==> src/hw/rtl/worst_fit_block_allocator_core_defines.svh <==
// Assertion macros for the worst-fit allocator.
// Each macro expects clk and rst_n in scope at the point of use.
`ifndef WORST_FIT_BLOCK_ALLOCATOR_CORE_DEFINES_SVH
`define WORST_FIT_BLOCK_ALLOCATOR_CORE_DEFINES_SVH

`ifndef SYNTHESIS

// Same-cycle implication.
`define WFBA_ASSERT_NOW(lbl, ante, cons, msg) \
    lbl: assert property (@(posedge clk) disable iff (!rst_n) (ante) |-> (cons)) \
        else $error(msg);

// Next-cycle implication.
`define WFBA_ASSERT_NEXT(lbl, ante, cons, msg) \
    lbl: assert property (@(posedge clk) disable iff (!rst_n) (ante) |=> (cons)) \
        else $error(msg);

`else

`define WFBA_ASSERT_NOW(lbl, ante, cons, msg)
`define WFBA_ASSERT_NEXT(lbl, ante, cons, msg)

`endif

`endif

==> src/hw/rtl/wfba_pkg.sv <==
`default_nettype none

package wfba_pkg;

    // Input kind codes
    localparam logic [0:0] KIND_LOAD    = 1'b0;
    localparam logic [0:0] KIND_REQUEST = 1'b1;

    // Fixed field widths
    localparam int COUNT_BITS = 5;
    localparam int INDEX_BITS = 4;
    localparam int VALUE_BITS = 16;

    localparam logic [COUNT_BITS-1:0] COUNT_RESET = 5'd16;

    typedef enum logic [1:0] {
        S_IDLE,
        S_SCAN,
        S_DONE
    } state_t;

endpackage

`default_nettype wire

==> src/hw/rtl/wfba_ram.sv <==
`default_nettype none

module wfba_ram #(
    parameter int WIDTH = 16,
    parameter int DEPTH = 16,
    localparam int AW = (DEPTH > 1) ? $clog2(DEPTH) : 1
) (
    input  wire logic             clk,
    input  wire logic             we,
    input  wire logic [AW-1:0]    waddr,
    input  wire logic [WIDTH-1:0] wdata,
    input  wire logic [AW-1:0]    raddr,
    output logic      [WIDTH-1:0] rdata
);

    logic [WIDTH-1:0] mem [DEPTH];
    logic [WIDTH-1:0] rdata_reg;

    always_ff @(posedge clk)
    begin
        if (we)
        begin
            mem[waddr] <= wdata;
        end
        rdata_reg <= mem[raddr];
    end

    assign rdata = rdata_reg;

endmodule

`default_nettype wire

==> src/hw/rtl/worst_fit_block_allocator_core.sv <==
`default_nettype none
`include "worst_fit_block_allocator_core_defines.svh"

// Channel | Direction | Handshake               | Payload
// --------+-----------+-------------------------+------------------------------------------
// in      | sink      | in_valid / in_stall     | kind, block_index, size_value, batch_end
// out     | source    | out_valid / out_stall   | granted, chosen_block, remaining_size,
//         |           |                         | batch_end_out
// cfg     | sink      | cfg_valid / cfg_ready   | cfg_data (block_count)
//
// A load transaction writes the free-size RAM directly when it is accepted.
// A request transaction is accepted, then issues one read per block for
// min(block_count, NUM_BLOCKS) blocks through the single RAM read port, compares the last
// entry, and writes back the reduced size and loads the output register.
// Reset clears the per-entry valid bits (an entry never written reads as zero) and sets
// block_count to 16; there is no clearing pass.
// A stalled output holds the request in its final state; input is taken only when idle.

module worst_fit_block_allocator_core #(
    parameter int NUM_BLOCKS = 16,
    parameter int SIZE_BITS  = 16
) (
    input  wire logic                             clk,
    input  wire logic                             rst_n,

    input  wire logic                             in_valid,
    output logic                                  in_stall,
    input  wire logic                             kind,
    input  wire logic [wfba_pkg::INDEX_BITS-1:0]  block_index,
    input  wire logic [wfba_pkg::VALUE_BITS-1:0]  size_value,
    input  wire logic                             batch_end,

    output logic                                  out_valid,
    input  wire logic                             out_stall,
    output logic                                  granted,
    output logic      [wfba_pkg::INDEX_BITS-1:0]  chosen_block,
    output logic      [wfba_pkg::VALUE_BITS-1:0]  remaining_size,
    output logic                                  batch_end_out,

    input  wire logic                             cfg_valid,
    output logic                                  cfg_ready,
    input  wire logic [wfba_pkg::COUNT_BITS-1:0]  cfg_data
);

    localparam int AW = (NUM_BLOCKS > 1) ? $clog2(NUM_BLOCKS) : 1;
    localparam int CW = $clog2(NUM_BLOCKS + 1);

    // State and control
    wfba_pkg::state_t state_reg, state_next;

    logic [wfba_pkg::COUNT_BITS-1:0] count_reg;
    logic [NUM_BLOCKS-1:0]           valid_reg, valid_next;

    // Scan bookkeeping
    logic [CW-1:0]        iss_reg, iss_next;       // next entry to read
    logic [CW-1:0]        limit_reg, limit_next;   // entries to scan
    logic                 cmp_v_reg, cmp_v_next;   // read data valid this cycle
    logic [AW-1:0]        cmp_idx_reg, cmp_idx_next;
    logic                 found_reg, found_next;
    logic [AW-1:0]        best_idx_reg, best_idx_next;
    logic [SIZE_BITS-1:0] best_val_reg, best_val_next;
    logic [SIZE_BITS-1:0] size_reg, size_next;
    logic                 bend_reg, bend_next;

    // Output register
    logic                                out_valid_reg, out_valid_next;
    logic                                granted_reg, granted_next;
    logic [wfba_pkg::INDEX_BITS-1:0]     chosen_reg, chosen_next;
    logic [wfba_pkg::VALUE_BITS-1:0]     remain_reg, remain_next;
    logic                                bend_out_reg, bend_out_next;

    // RAM port signals
    logic                 ram_we;
    logic [AW-1:0]        ram_waddr;
    logic [SIZE_BITS-1:0] ram_wdata;
    logic [AW-1:0]        ram_raddr;
    logic [SIZE_BITS-1:0] ram_rdata;

    // Datapath helpers
    logic                 in_take;
    logic                 out_free;
    logic                 load_ok;
    logic [AW-1:0]        load_addr;
    logic [SIZE_BITS-1:0] in_size;
    logic [CW-1:0]        limit_in;
    logic [SIZE_BITS-1:0] cmp_val;
    logic                 cmp_hit;
    logic [SIZE_BITS-1:0] left_val;

    wfba_ram #(
        .WIDTH (SIZE_BITS),
        .DEPTH (NUM_BLOCKS)
    ) u_ram (
        .clk   (clk),
        .we    (ram_we),
        .waddr (ram_waddr),
        .wdata (ram_wdata),
        .raddr (ram_raddr),
        .rdata (ram_rdata)
    );

    assign in_stall  = (state_reg != wfba_pkg::S_IDLE);
    assign in_take   = in_valid && !in_stall;
    assign out_free  = !out_valid_reg || !out_stall;
    assign cfg_ready = 1'b1;

    // Drop loads aimed past the table
    assign load_ok   = (32'(block_index) < NUM_BLOCKS);
    assign load_addr = AW'(block_index);
    assign in_size   = SIZE_BITS'(size_value);

    // Saturate the programmed count to the table depth
    assign limit_in = (32'(count_reg) > NUM_BLOCKS) ? CW'(NUM_BLOCKS) : CW'(count_reg);

    // Entry never written reads as zero
    assign cmp_val  = valid_reg[cmp_idx_reg] ? ram_rdata : '0;
    // Strictly greater keeps the lowest index on a tie
    assign cmp_hit  = (cmp_val >= size_reg) && (!found_reg || (cmp_val > best_val_reg));
    assign left_val = best_val_reg - size_reg;

    assign ram_raddr = iss_reg[AW-1:0];

    always_ff @(posedge clk or negedge rst_n)
    begin
        if (!rst_n)
        begin
            state_reg     <= wfba_pkg::S_IDLE;
            count_reg     <= wfba_pkg::COUNT_RESET;
            valid_reg     <= '0;
            cmp_v_reg     <= 1'b0;
            out_valid_reg <= 1'b0;
        end
        else
        begin
            state_reg     <= state_next;
            valid_reg     <= valid_next;
            cmp_v_reg     <= cmp_v_next;
            out_valid_reg <= out_valid_next;
            if (cfg_valid && cfg_ready)
            begin
                count_reg <= cfg_data;
            end
        end
    end

    always_ff @(posedge clk)
    begin
        iss_reg      <= iss_next;
        limit_reg    <= limit_next;
        cmp_idx_reg  <= cmp_idx_next;
        found_reg    <= found_next;
        best_idx_reg <= best_idx_next;
        best_val_reg <= best_val_next;
        size_reg     <= size_next;
        bend_reg     <= bend_next;
        granted_reg  <= granted_next;
        chosen_reg   <= chosen_next;
        remain_reg   <= remain_next;
        bend_out_reg <= bend_out_next;
    end

    always_comb
    begin
        state_next     = state_reg;
        valid_next     = valid_reg;
        iss_next       = iss_reg;
        limit_next     = limit_reg;
        cmp_v_next     = 1'b0;
        cmp_idx_next   = cmp_idx_reg;
        found_next     = found_reg;
        best_idx_next  = best_idx_reg;
        best_val_next  = best_val_reg;
        size_next      = size_reg;
        bend_next      = bend_reg;
        granted_next   = granted_reg;
        chosen_next    = chosen_reg;
        remain_next    = remain_reg;
        bend_out_next  = bend_out_reg;
        out_valid_next = out_valid_reg && out_stall;
        ram_we         = 1'b0;
        ram_waddr      = load_addr;
        ram_wdata      = in_size;

        // Fold in the entry read last cycle
        if (cmp_v_reg && cmp_hit)
        begin
            found_next    = 1'b1;
            best_idx_next = cmp_idx_reg;
            best_val_next = cmp_val;
        end

        case (state_reg)
            wfba_pkg::S_IDLE:
            begin
                if (in_take)
                begin
                    if (kind == wfba_pkg::KIND_LOAD)
                    begin
                        if (load_ok)
                        begin
                            ram_we                = 1'b1;
                            valid_next[load_addr] = 1'b1;
                        end
                    end
                    else
                    begin
                        iss_next   = '0;
                        limit_next = limit_in;
                        found_next = 1'b0;
                        size_next  = in_size;
                        bend_next  = batch_end;
                        state_next = wfba_pkg::S_SCAN;
                    end
                end
            end

            wfba_pkg::S_SCAN:
            begin
                if (iss_reg < limit_reg)
                begin
                    // Issue one read per cycle
                    cmp_v_next   = 1'b1;
                    cmp_idx_next = iss_reg[AW-1:0];
                    iss_next     = iss_reg + CW'(1);
                end
                else
                begin
                    // Last compare happens this cycle
                    state_next = wfba_pkg::S_DONE;
                end
            end

            wfba_pkg::S_DONE:
            begin
                if (out_free)
                begin
                    if (found_reg)
                    begin
                        ram_we                   = 1'b1;
                        ram_waddr                = best_idx_reg;
                        ram_wdata                = left_val;
                        valid_next[best_idx_reg] = 1'b1;
                    end
                    out_valid_next = 1'b1;
                    granted_next   = found_reg;
                    chosen_next    = found_reg ? wfba_pkg::INDEX_BITS'(best_idx_reg) : '0;
                    remain_next    = found_reg ? wfba_pkg::VALUE_BITS'(left_val) : '0;
                    bend_out_next  = bend_reg;
                    state_next     = wfba_pkg::S_IDLE;
                end
            end

            default:
            begin
                state_next = wfba_pkg::S_IDLE;
            end
        endcase
    end

    assign out_valid      = out_valid_reg;
    assign granted        = granted_reg;
    assign chosen_block   = chosen_reg;
    assign remaining_size = remain_reg;
    assign batch_end_out  = bend_out_reg;

    `WFBA_ASSERT_NEXT(a_req_starts_scan,
        in_take && (kind == wfba_pkg::KIND_REQUEST),
        state_reg == wfba_pkg::S_SCAN,
        "accepted request did not start a scan")
    `WFBA_ASSERT_NOW(a_best_in_range,
        (state_reg == wfba_pkg::S_DONE) && found_reg,
        CW'(best_idx_reg) < limit_reg,
        "chosen block outside the blocks in use")
    `WFBA_ASSERT_NOW(a_refusal_zero,
        out_valid && !granted,
        (chosen_block == '0) && (remaining_size == '0),
        "refused request carries nonzero fields")
    `WFBA_ASSERT_NOW(a_cmp_in_scan,
        cmp_v_reg,
        (state_reg == wfba_pkg::S_SCAN) && (iss_reg != '0),
        "compare outside a scan")

endmodule

`default_nettype wire
==> config.mk <==
export PLATFORM = sky130hd
export DESIGN_NAME = worst_fit_block_allocator_core
export DESIGN_NICKNAME = d
export VERILOG_FILES = /design/src/hw/rtl/wfba_pkg.sv /design/src/hw/rtl/wfba_ram.sv /design/src/hw/rtl/worst_fit_block_allocator_core.sv
export VERILOG_INCLUDE_DIRS = /design/src /design/src/hw/rtl
export SDC_FILE = /design/constraint.sdc
export NUM_CORES = 1
export LEC_CHECK = 0
export ABC_CLOCK_PERIOD_IN_PS = 4200
export BUFFER_PORTS_ARGS = -buffer_cell sky130_fd_sc_hd__buf_4
export CAP_MARGIN = 25
export CORE_AREA = 2 2 232 143
export CTS_CLUSTER_DIAMETER = 30
export DETAILED_ROUTE_END_ITERATION = 16
export DIE_AREA = 0 0 234 145
export GPL_TIMING_DRIVEN = 0
export PLACE_DENSITY = 0.67
export SLEW_MARGIN = 10
export SYNTH_ARGS = -nofsm -noshare
export SYNTH_HDL_FRONTEND = slang
export SYNTH_HIERARCHICAL = 1
export SYNTH_SLANG_ARGS = --single-unit
==> constraint.sdc <==
create_clock -name clk -period 4.2 [get_ports clk]
set_input_delay 0.21 -clock clk [delete_from_list [all_inputs] [get_ports clk]]
set_output_delay 0.21 -clock clk [all_outputs]
set_load 0.1 [all_outputs]
# After elaboration in Yosys (flattened, before gate mapping)

Memory sizes are Yosys's and may differ from the RTL's. A register that Yosys moved wholly into a read port is not among the register bits.
Index checks and enable logic that the tools add are counted.

Bits in registers: 99
RAM bits: 256
Input port bits: 32
Output and inout bits: 25
Word-level logic and storage cells: 104
Memories kept: 1

Memory list:

| name      | words | bits a word | rd ports | clocked after memory_dff | write ports | line           | RTL |
|---|---|---|---|---|---|---|---|
| u_ram.mem | 16    | 16          | 1        | 1                        | 1           | wfba_ram.sv:16 | `logic [WIDTH-1:0] mem [DEPTH];` |

$add $sub $neg: 2
$lt $le $gt $ge: 9
Eq/ne operators: 9
Mux-type cells: 42
Bitwise operators: 2
Reductions and logical operators: 22

Operator list:

| kind                                                        | count |
|---|---|
| two-way mux 16 bit                                          | 8 |
| bitwise OR 16 bit                                           | 2 |
| case mux 16 bit (2 select lines)                            | 1 |
| two-way mux 1 bit                                           | 17 |
| >= comparator 16 bit                                        | 1 |
| greater-than comparator 16 bit                              | 1 |
| subtractor 16 bit                                           | 1 |
| less-than comparator 4 x 5 -> 1 bit (second input constant) | 3 |
| two-way mux 5 bit                                           | 3 |
| inequality test 2 bit (second input constant)               | 7 |
| two-way mux 4 bit                                           | 3 |
| case mux 5 bit (2 select lines)                             | 1 |
| demux 1 bit (select 4 bit)                                  | 2 |
| >= comparator 4 x 1 -> 1 bit (second input constant)        | 2 |
| two-way mux 2 bit                                           | 4 |
| AND reduction 4 bit                                         | 2 |
| logical AND 1 bit                                           | 6 |
| case mux 2 bit (3 select lines)                             | 1 |
| nonzero test 2 bit                                          | 3 |
| adder 5 x 1 -> 5 bit (second input constant)                | 1 |
| greater-than comparator 5 bit (second input constant)       | 1 |
| less-than comparator 5 bit                                  | 1 |
| AND reduction 5 bit                                         | 1 |
| binary-select mux 1 bit (select 4 bit)                      | 1 |
| 8 further kinds                                             | 13 |

# Logic depth before layout (Yosys ltp)

Word-level depth: 11
Mapped depth: 14
Gate-level depth less buffers: 13

# Modules after synthesis

The synthesis kept the hierarchy.

Modules (own cells, without submodules):

| module                         | instances | cells an instance | area each (sq um) | seq. area each (sq um) |
|---|---|---|---|---|
| wfba_ram                       | 1         | 432               | 10042.1           | 8007.7 |
| worst_fit_block_allocator_core | 1         | 504               | 5670.4            | 2839.0 |

# Least setup slack after synthesis

No wires, ideal clock.

Path type: reg2reg
Start point: register out_valid_reg, in the netlist out_valid
End point: memory u_ram.mem[0][0] (enable)
Library setup time: 0.409 ns
Arrival: 3.708 ns
Data required time: 3.791 ns
Path slack: 0.083 ns
Cell stages (with the launch flop): 8
Buffers on the path: 2
Clock period less this slack: 4.117 ns
Cell sequence: dfrtp_1 -> nand2_1 -> and3_1 -> clkbuf_1 -> clkbuf_1 -> mux2_1 -> or3b_2 -> nor3_1

Elaborated cells on any way between the ends: 8
Classes of those cells: 6 x mux; 2 x reduce/logical

RTL lines:

| what                   | line                                  | RTL |
|---|---|---|
| start, declared        | worst_fit_block_allocator_core.sv:66  | `logic out_valid_reg, out_valid_next;` |
| start signal, assigned | worst_fit_block_allocator_core.sv:138 | `out_valid_reg <= out_valid_next;` |
| zero test 1 bit        | worst_fit_block_allocator_core.sv:104 | `assign out_free = !out_valid_reg \|\| !out_stall;` |
| logical OR 1 bit       | worst_fit_block_allocator_core.sv:104 |  |
| two-way mux 4 bit      | worst_fit_block_allocator_core.sv:235 | `if (out_free)` |
| two-way mux 4 bit      | worst_fit_block_allocator_core.sv:192 | `case (state_reg)` |
| named net ram_waddr[2] | worst_fit_block_allocator_core.sv:74  | `logic [AW-1:0] ram_waddr;` |
| end, declared          | wfba_ram.sv:16                        |  |

The timed path passes the listed nets, and every way through them passes these cells.

# Worst setup path after layout

Start point: register state_reg[1]
End point: memory u_ram.mem[0][8] (enable)

Elaborated cells on any way between the ends: 10
Classes of those cells: 1 x eq/ne; 5 x mux; 4 x reduce/logical

RTL lines:

| what                   | line                                  | RTL |
|---|---|---|
| start, declared        | worst_fit_block_allocator_core.sv:49  | `wfba_pkg::state_t state_reg, state_next;` |
| start signal, assigned | worst_fit_block_allocator_core.sv:127 | `state_reg <= wfba_pkg::S_IDLE;` |
| start signal, assigned | worst_fit_block_allocator_core.sv:135 | `state_reg <= state_next;` |
| equality test 2 bit    | worst_fit_block_allocator_core.sv:192 |  |
| two-way mux 4 bit      | worst_fit_block_allocator_core.sv:192 |  |
| named net ram_waddr[2] | worst_fit_block_allocator_core.sv:74  |  |

The timed path passes the listed nets, and every way through them passes these cells.

==> results.yml <==
clock_network:
  cts_made_buffers: 45
  tritoncts: "done"
  numClockSinks: 371
  bufs_on_longest_clock_path: 3
  cts_htree_levels: 2
  clkSlewWorstSetupHoldPaths_ns: 0.06
  worstSkewPairLatency_ns: 0.56
  root_buffer: "sky130_fd_sc_hd__clkbuf_16"
routing:
  post_drt_via_cell_ratio: 5.79
  first_iter_violations: 993
  detailedRoute.firstPassIterationCount: 5
  dr_total_vias: 9009
  drc: 0
  routed_wire_length_per_instance_um: 22.9
  total_wirelength_um: 35700
  ant_nets: 0
final_layout:
  most_frequent_standard_cell_in_the_layout_excluding_fill_and_tap_cells: "sky130_fd_sc_hd__edfxtp_1"
  drive_above_1_share: 0.240
  largest_register_ff_count: 256
  multi_input_area_um2: 4670
  mostFrequentLayoutCells: "sky130_fd_sc_hd__edfxtp_1 (329), sky130_fd_sc_hd__buf_4 (72), sky130_fd_sc_hd__mux4_2 (57)"
  nNetsFinal: 1178
  layout.filler_cells: 2397
  syn2layout_area_growth_pct: 20.2
  seq_area_um2: 10800
  top_register: "u_ram/mem"
  num_antenna_cells: 0
timing:
  finClkSkew_ns: 0.0255
  finalCritPeriodShare: 0.951
  worst_slew_margin_rel: 0.338
  tightest_slew_ns: 0.986
  setup_tns_ns: 0
  timing.final.setup_violations: 0
  final_max_slew_viol_count: 0
  finalWorstPathRequiredPeriod_ns: 3.99
  final-hold-violation-count: 0
  max_freq_ghz: 0.250
  timing.final.ws_setup_ns: 0.207
logic_synthesis:
  post_synth_num_cell_types: 62
  postSynthNetCount: 1019
  postSynthAreaPerCell_um2: 16.8
  syn_area_um2: 15700
  syn_inst: 936
  synth_edf_count: 329
  synthArstFlopShare: 0.0674
  synth_flop_cell: "sky130_fd_sc_hd__edfxtp_1"
  synth_warnings: 6
  yosys_register_bits: 371
  synth-seq-area-share: 0.690
placed_design:
  port_buffers: 55
  detailedPlacementHpwl_um: 24700
  dp_slack_ns: -0.940
  place.gp.congestion: 0.901
critical_path:
  rr_worst_depth: 9
  critPathRequiredTime_ns: 4.47
  critPathMaxFanout: 10
  arrival_worst_endpoint_ns: 4.26
  crit_type: "flip-flop to flip-flop"
  worst_setup_path_endpoint: "u_ram/mem[0][8]"
  worst_r2r_startpoint: "state_reg[1]"
  timing.rr.end: "u_ram/mem[0][8]"
  crit_path_start: "state_reg[1]"
  setup.reg_to_reg.worst_slack_ns: 0.21
  setup.worst_path.start_class: "flip-flop"
  endpoint_kind: "flip-flop"
floorplanning:
  dieWidth_um: 234
  core_area_um2: 31800
  rows: 51
  fp.dieH_um: 145
  die_area_um2: 33900
  start_util: 0.493
  num_io_pins: 57
hold_path:
  worstHoldPathType: "primary input to flip-flop"
global_routing:
  maximum_number_of_pins_on_one_net_before_global_route_repair: 27
  wire_length_of_the_first_global_routing_pass_um: 54100
  globalRouteOverflowTotal: 0
  number_of_antenna_violations_at_the_first_check_in_global_routing: 0
  grt_use_met3: 0.0438
  grt_pass1_vias: 8885
  grt_use_met2: 0.291
  global_route.usage.met1: 0.353
  gr-max-usage-layer: "met1"
  grt_resource_usage_total: 0.214
run_status:
  status: "complete, no violations"
pwr:
  power.density_cell_area_nw_per_um2: 663
  vdd_ir_drop_max_mv: 0.375
  static-leakage-power_nw: 6.81
run:
  maxCapViolations: 0
-- power by group --
part           switching (mW)  internal, mW
Combinational            2.38          1.56
Clock                    1.63          2.18
Sequential              0.240          4.52
Total                    4.24          8.27
-- critical path, cell delays in order, from the launching register on --
cell and delay [ns]:
sky130_fd_sc_hd__dfrtp_1 0.41, sky130_fd_sc_hd__nor2b_1 0.34, sky130_fd_sc_hd__and3_1 0.20, sky130_fd_sc_hd__clkbuf_1 0.45, sky130_fd_sc_hd__clkbuf_2 0.41, sky130_fd_sc_hd__mux2_1 0.48
sky130_fd_sc_hd__or3b_2 0.62, sky130_fd_sc_hd__nor3_4 0.40, sky130_fd_sc_hd__buf_6 0.22, sky130_fd_sc_hd__buf_4 0.17
-- synth_stat cells (4+ instances only) --
| master | n | area (µm²) |
|---|---|---|
| sky130_fd_sc_hd__a21o_1 | 11 | 82.6 |
| sky130_fd_sc_hd__a21oi_1 | 19 | 95.1 |
| sky130_fd_sc_hd__a22o_1 | 4 | 35.0 |
| sky130_fd_sc_hd__a22oi_1 | 41 | 308 |
| sky130_fd_sc_hd__a32oi_1 | 5 | 43.8 |
| sky130_fd_sc_hd__and2_1 | 11 | 68.8 |
| sky130_fd_sc_hd__and3_1 | 12 | 75.1 |
| sky130_fd_sc_hd__buf_1 | 4 | 15.0 |
| sky130_fd_sc_hd__buf_4 | 4 | 30.0 |
| sky130_fd_sc_hd__buf_6 | 4 | 45.0 |
| sky130_fd_sc_hd__clkbuf_1 | 17 | 63.8 |
| sky130_fd_sc_hd__dfrtp_1 | 24 | 601 |
| sky130_fd_sc_hd__dfxtp_1 | 17 | 340 |
| sky130_fd_sc_hd__edfxtp_1 | 329 | 9880 |
| sky130_fd_sc_hd__ha_1 | 50 | 626 |
| sky130_fd_sc_hd__inv_1 | 42 | 158 |
| sky130_fd_sc_hd__mux2_1 | 5 | 56.3 |
| sky130_fd_sc_hd__mux2_2 | 10 | 113 |
| sky130_fd_sc_hd__mux4_1 | 10 | 263 |
| sky130_fd_sc_hd__mux4_2 | 57 | 1280 |
| sky130_fd_sc_hd__nand2_1 | 43 | 161 |
| sky130_fd_sc_hd__nand2b_1 | 13 | 81.3 |
| sky130_fd_sc_hd__nand3_1 | 8 | 40.0 |
| sky130_fd_sc_hd__nand4_1 | 4 | 25.0 |
| sky130_fd_sc_hd__nor2_1 | 46 | 173 |
| sky130_fd_sc_hd__nor2b_1 | 30 | 188 |
| sky130_fd_sc_hd__nor3_1 | 13 | 65.1 |
| sky130_fd_sc_hd__o21a_1 | 6 | 45.0 |
| sky130_fd_sc_hd__o21ai_1 | 14 | 70.1 |
| sky130_fd_sc_hd__o21bai_1 | 16 | 120 |
| sky130_fd_sc_hd__o31ai_1 | 4 | 30.0 |
| sky130_fd_sc_hd__or3_1 | 4 | 25.0 |
| sky130_fd_sc_hd__xnor2_1 | 8 | 70.1 |
| sky130_fd_sc_hd__xor2_1 | 6 | 52.6 |
-- how the worst min path moves through the flow --
stage | start | slack, ns | to | cells after the start
2_1_floorplan | rst_n | -0.09 | cmp_v_reg | 0
3_3_place_gp | rst_n | 0.14 | valid_reg[6] | 1
3_5_place_dp | rst_n | 0.15 | valid_reg[6] | 1
4_1_cts | block_index[2] | 0.02 | valid_reg[15] | 3
5_1_grt | block_index[2] | 0.05 | valid_reg[15] | 3
6_report | block_index[2] | 0.05 | valid_reg[13] | 3
-- cells by family after synthesis --
family / count (synthesis) / share of synthesized area
AOI/OAI and AO/OA: 142 / 0.0650
xor gates and xnor gates: 14 / 0.00780
adders and majority gates: 52 / 0.0417
buffers and inverters: 76 / 0.0212
DFF: 371 / 0.690
muxes: 85 / 0.111
other: 1 / 0.000239
and+or+nand+nor: 195 / 0.0627
-- per-stage QoR --
step / utilization / hold slack (ns) / power, mW / instance area [µm²] / std cells
finish: 0.593 / 0.0479 / 12.5 / 18900 / 1555
global route: 0.593 / 0.0489 / 13.1 / 18900 / 1555
CTS: 0.591 / 0.0209 / 12.5 / 18800 / 1552
detailed placement: 0.534 / 0.146 / 8.57 / 17000 / 1436
global placement: 0.523 / 0.140 / 8.46 / 16700 / 1415
floorplan: - / -0.0856 / 7.45 / 15700 / 936
-- area by class of cell --
cell class | instances | share of cell area
plain buffers | 30 | 0.00895
inverters | 45 | 0.00895
clock inverters | 31 | 0.0171
repair buffers | 112 | 0.0537
clock buffers | 52 | 0.0616
multi-input cells | 490 | 0.247
well taps | 424 | 0.0281
flip-flops and latches | 371 | 0.574
-- what timing repair did --
item / CTS / global route
endpoints found under the setup margin: 71 / 49
setup buffers: 3 / 3
pin swaps: 0 / 2
resized for setup: 8 / 10
hold buffers: 30 / 0
gates cloned: 0 / 1
hold endpoints to repair: 50 / 0
-- metal layers --
metal | part of all wire | wire length, µm
met3 | 0.077 | 2760
met5 | 0 | 0
met2 | 0.42 | 14900
met4 | 0.014 | 500
met1 | 0.49 | 17500
Note: power is estimated with default switching activity, not from simulation.
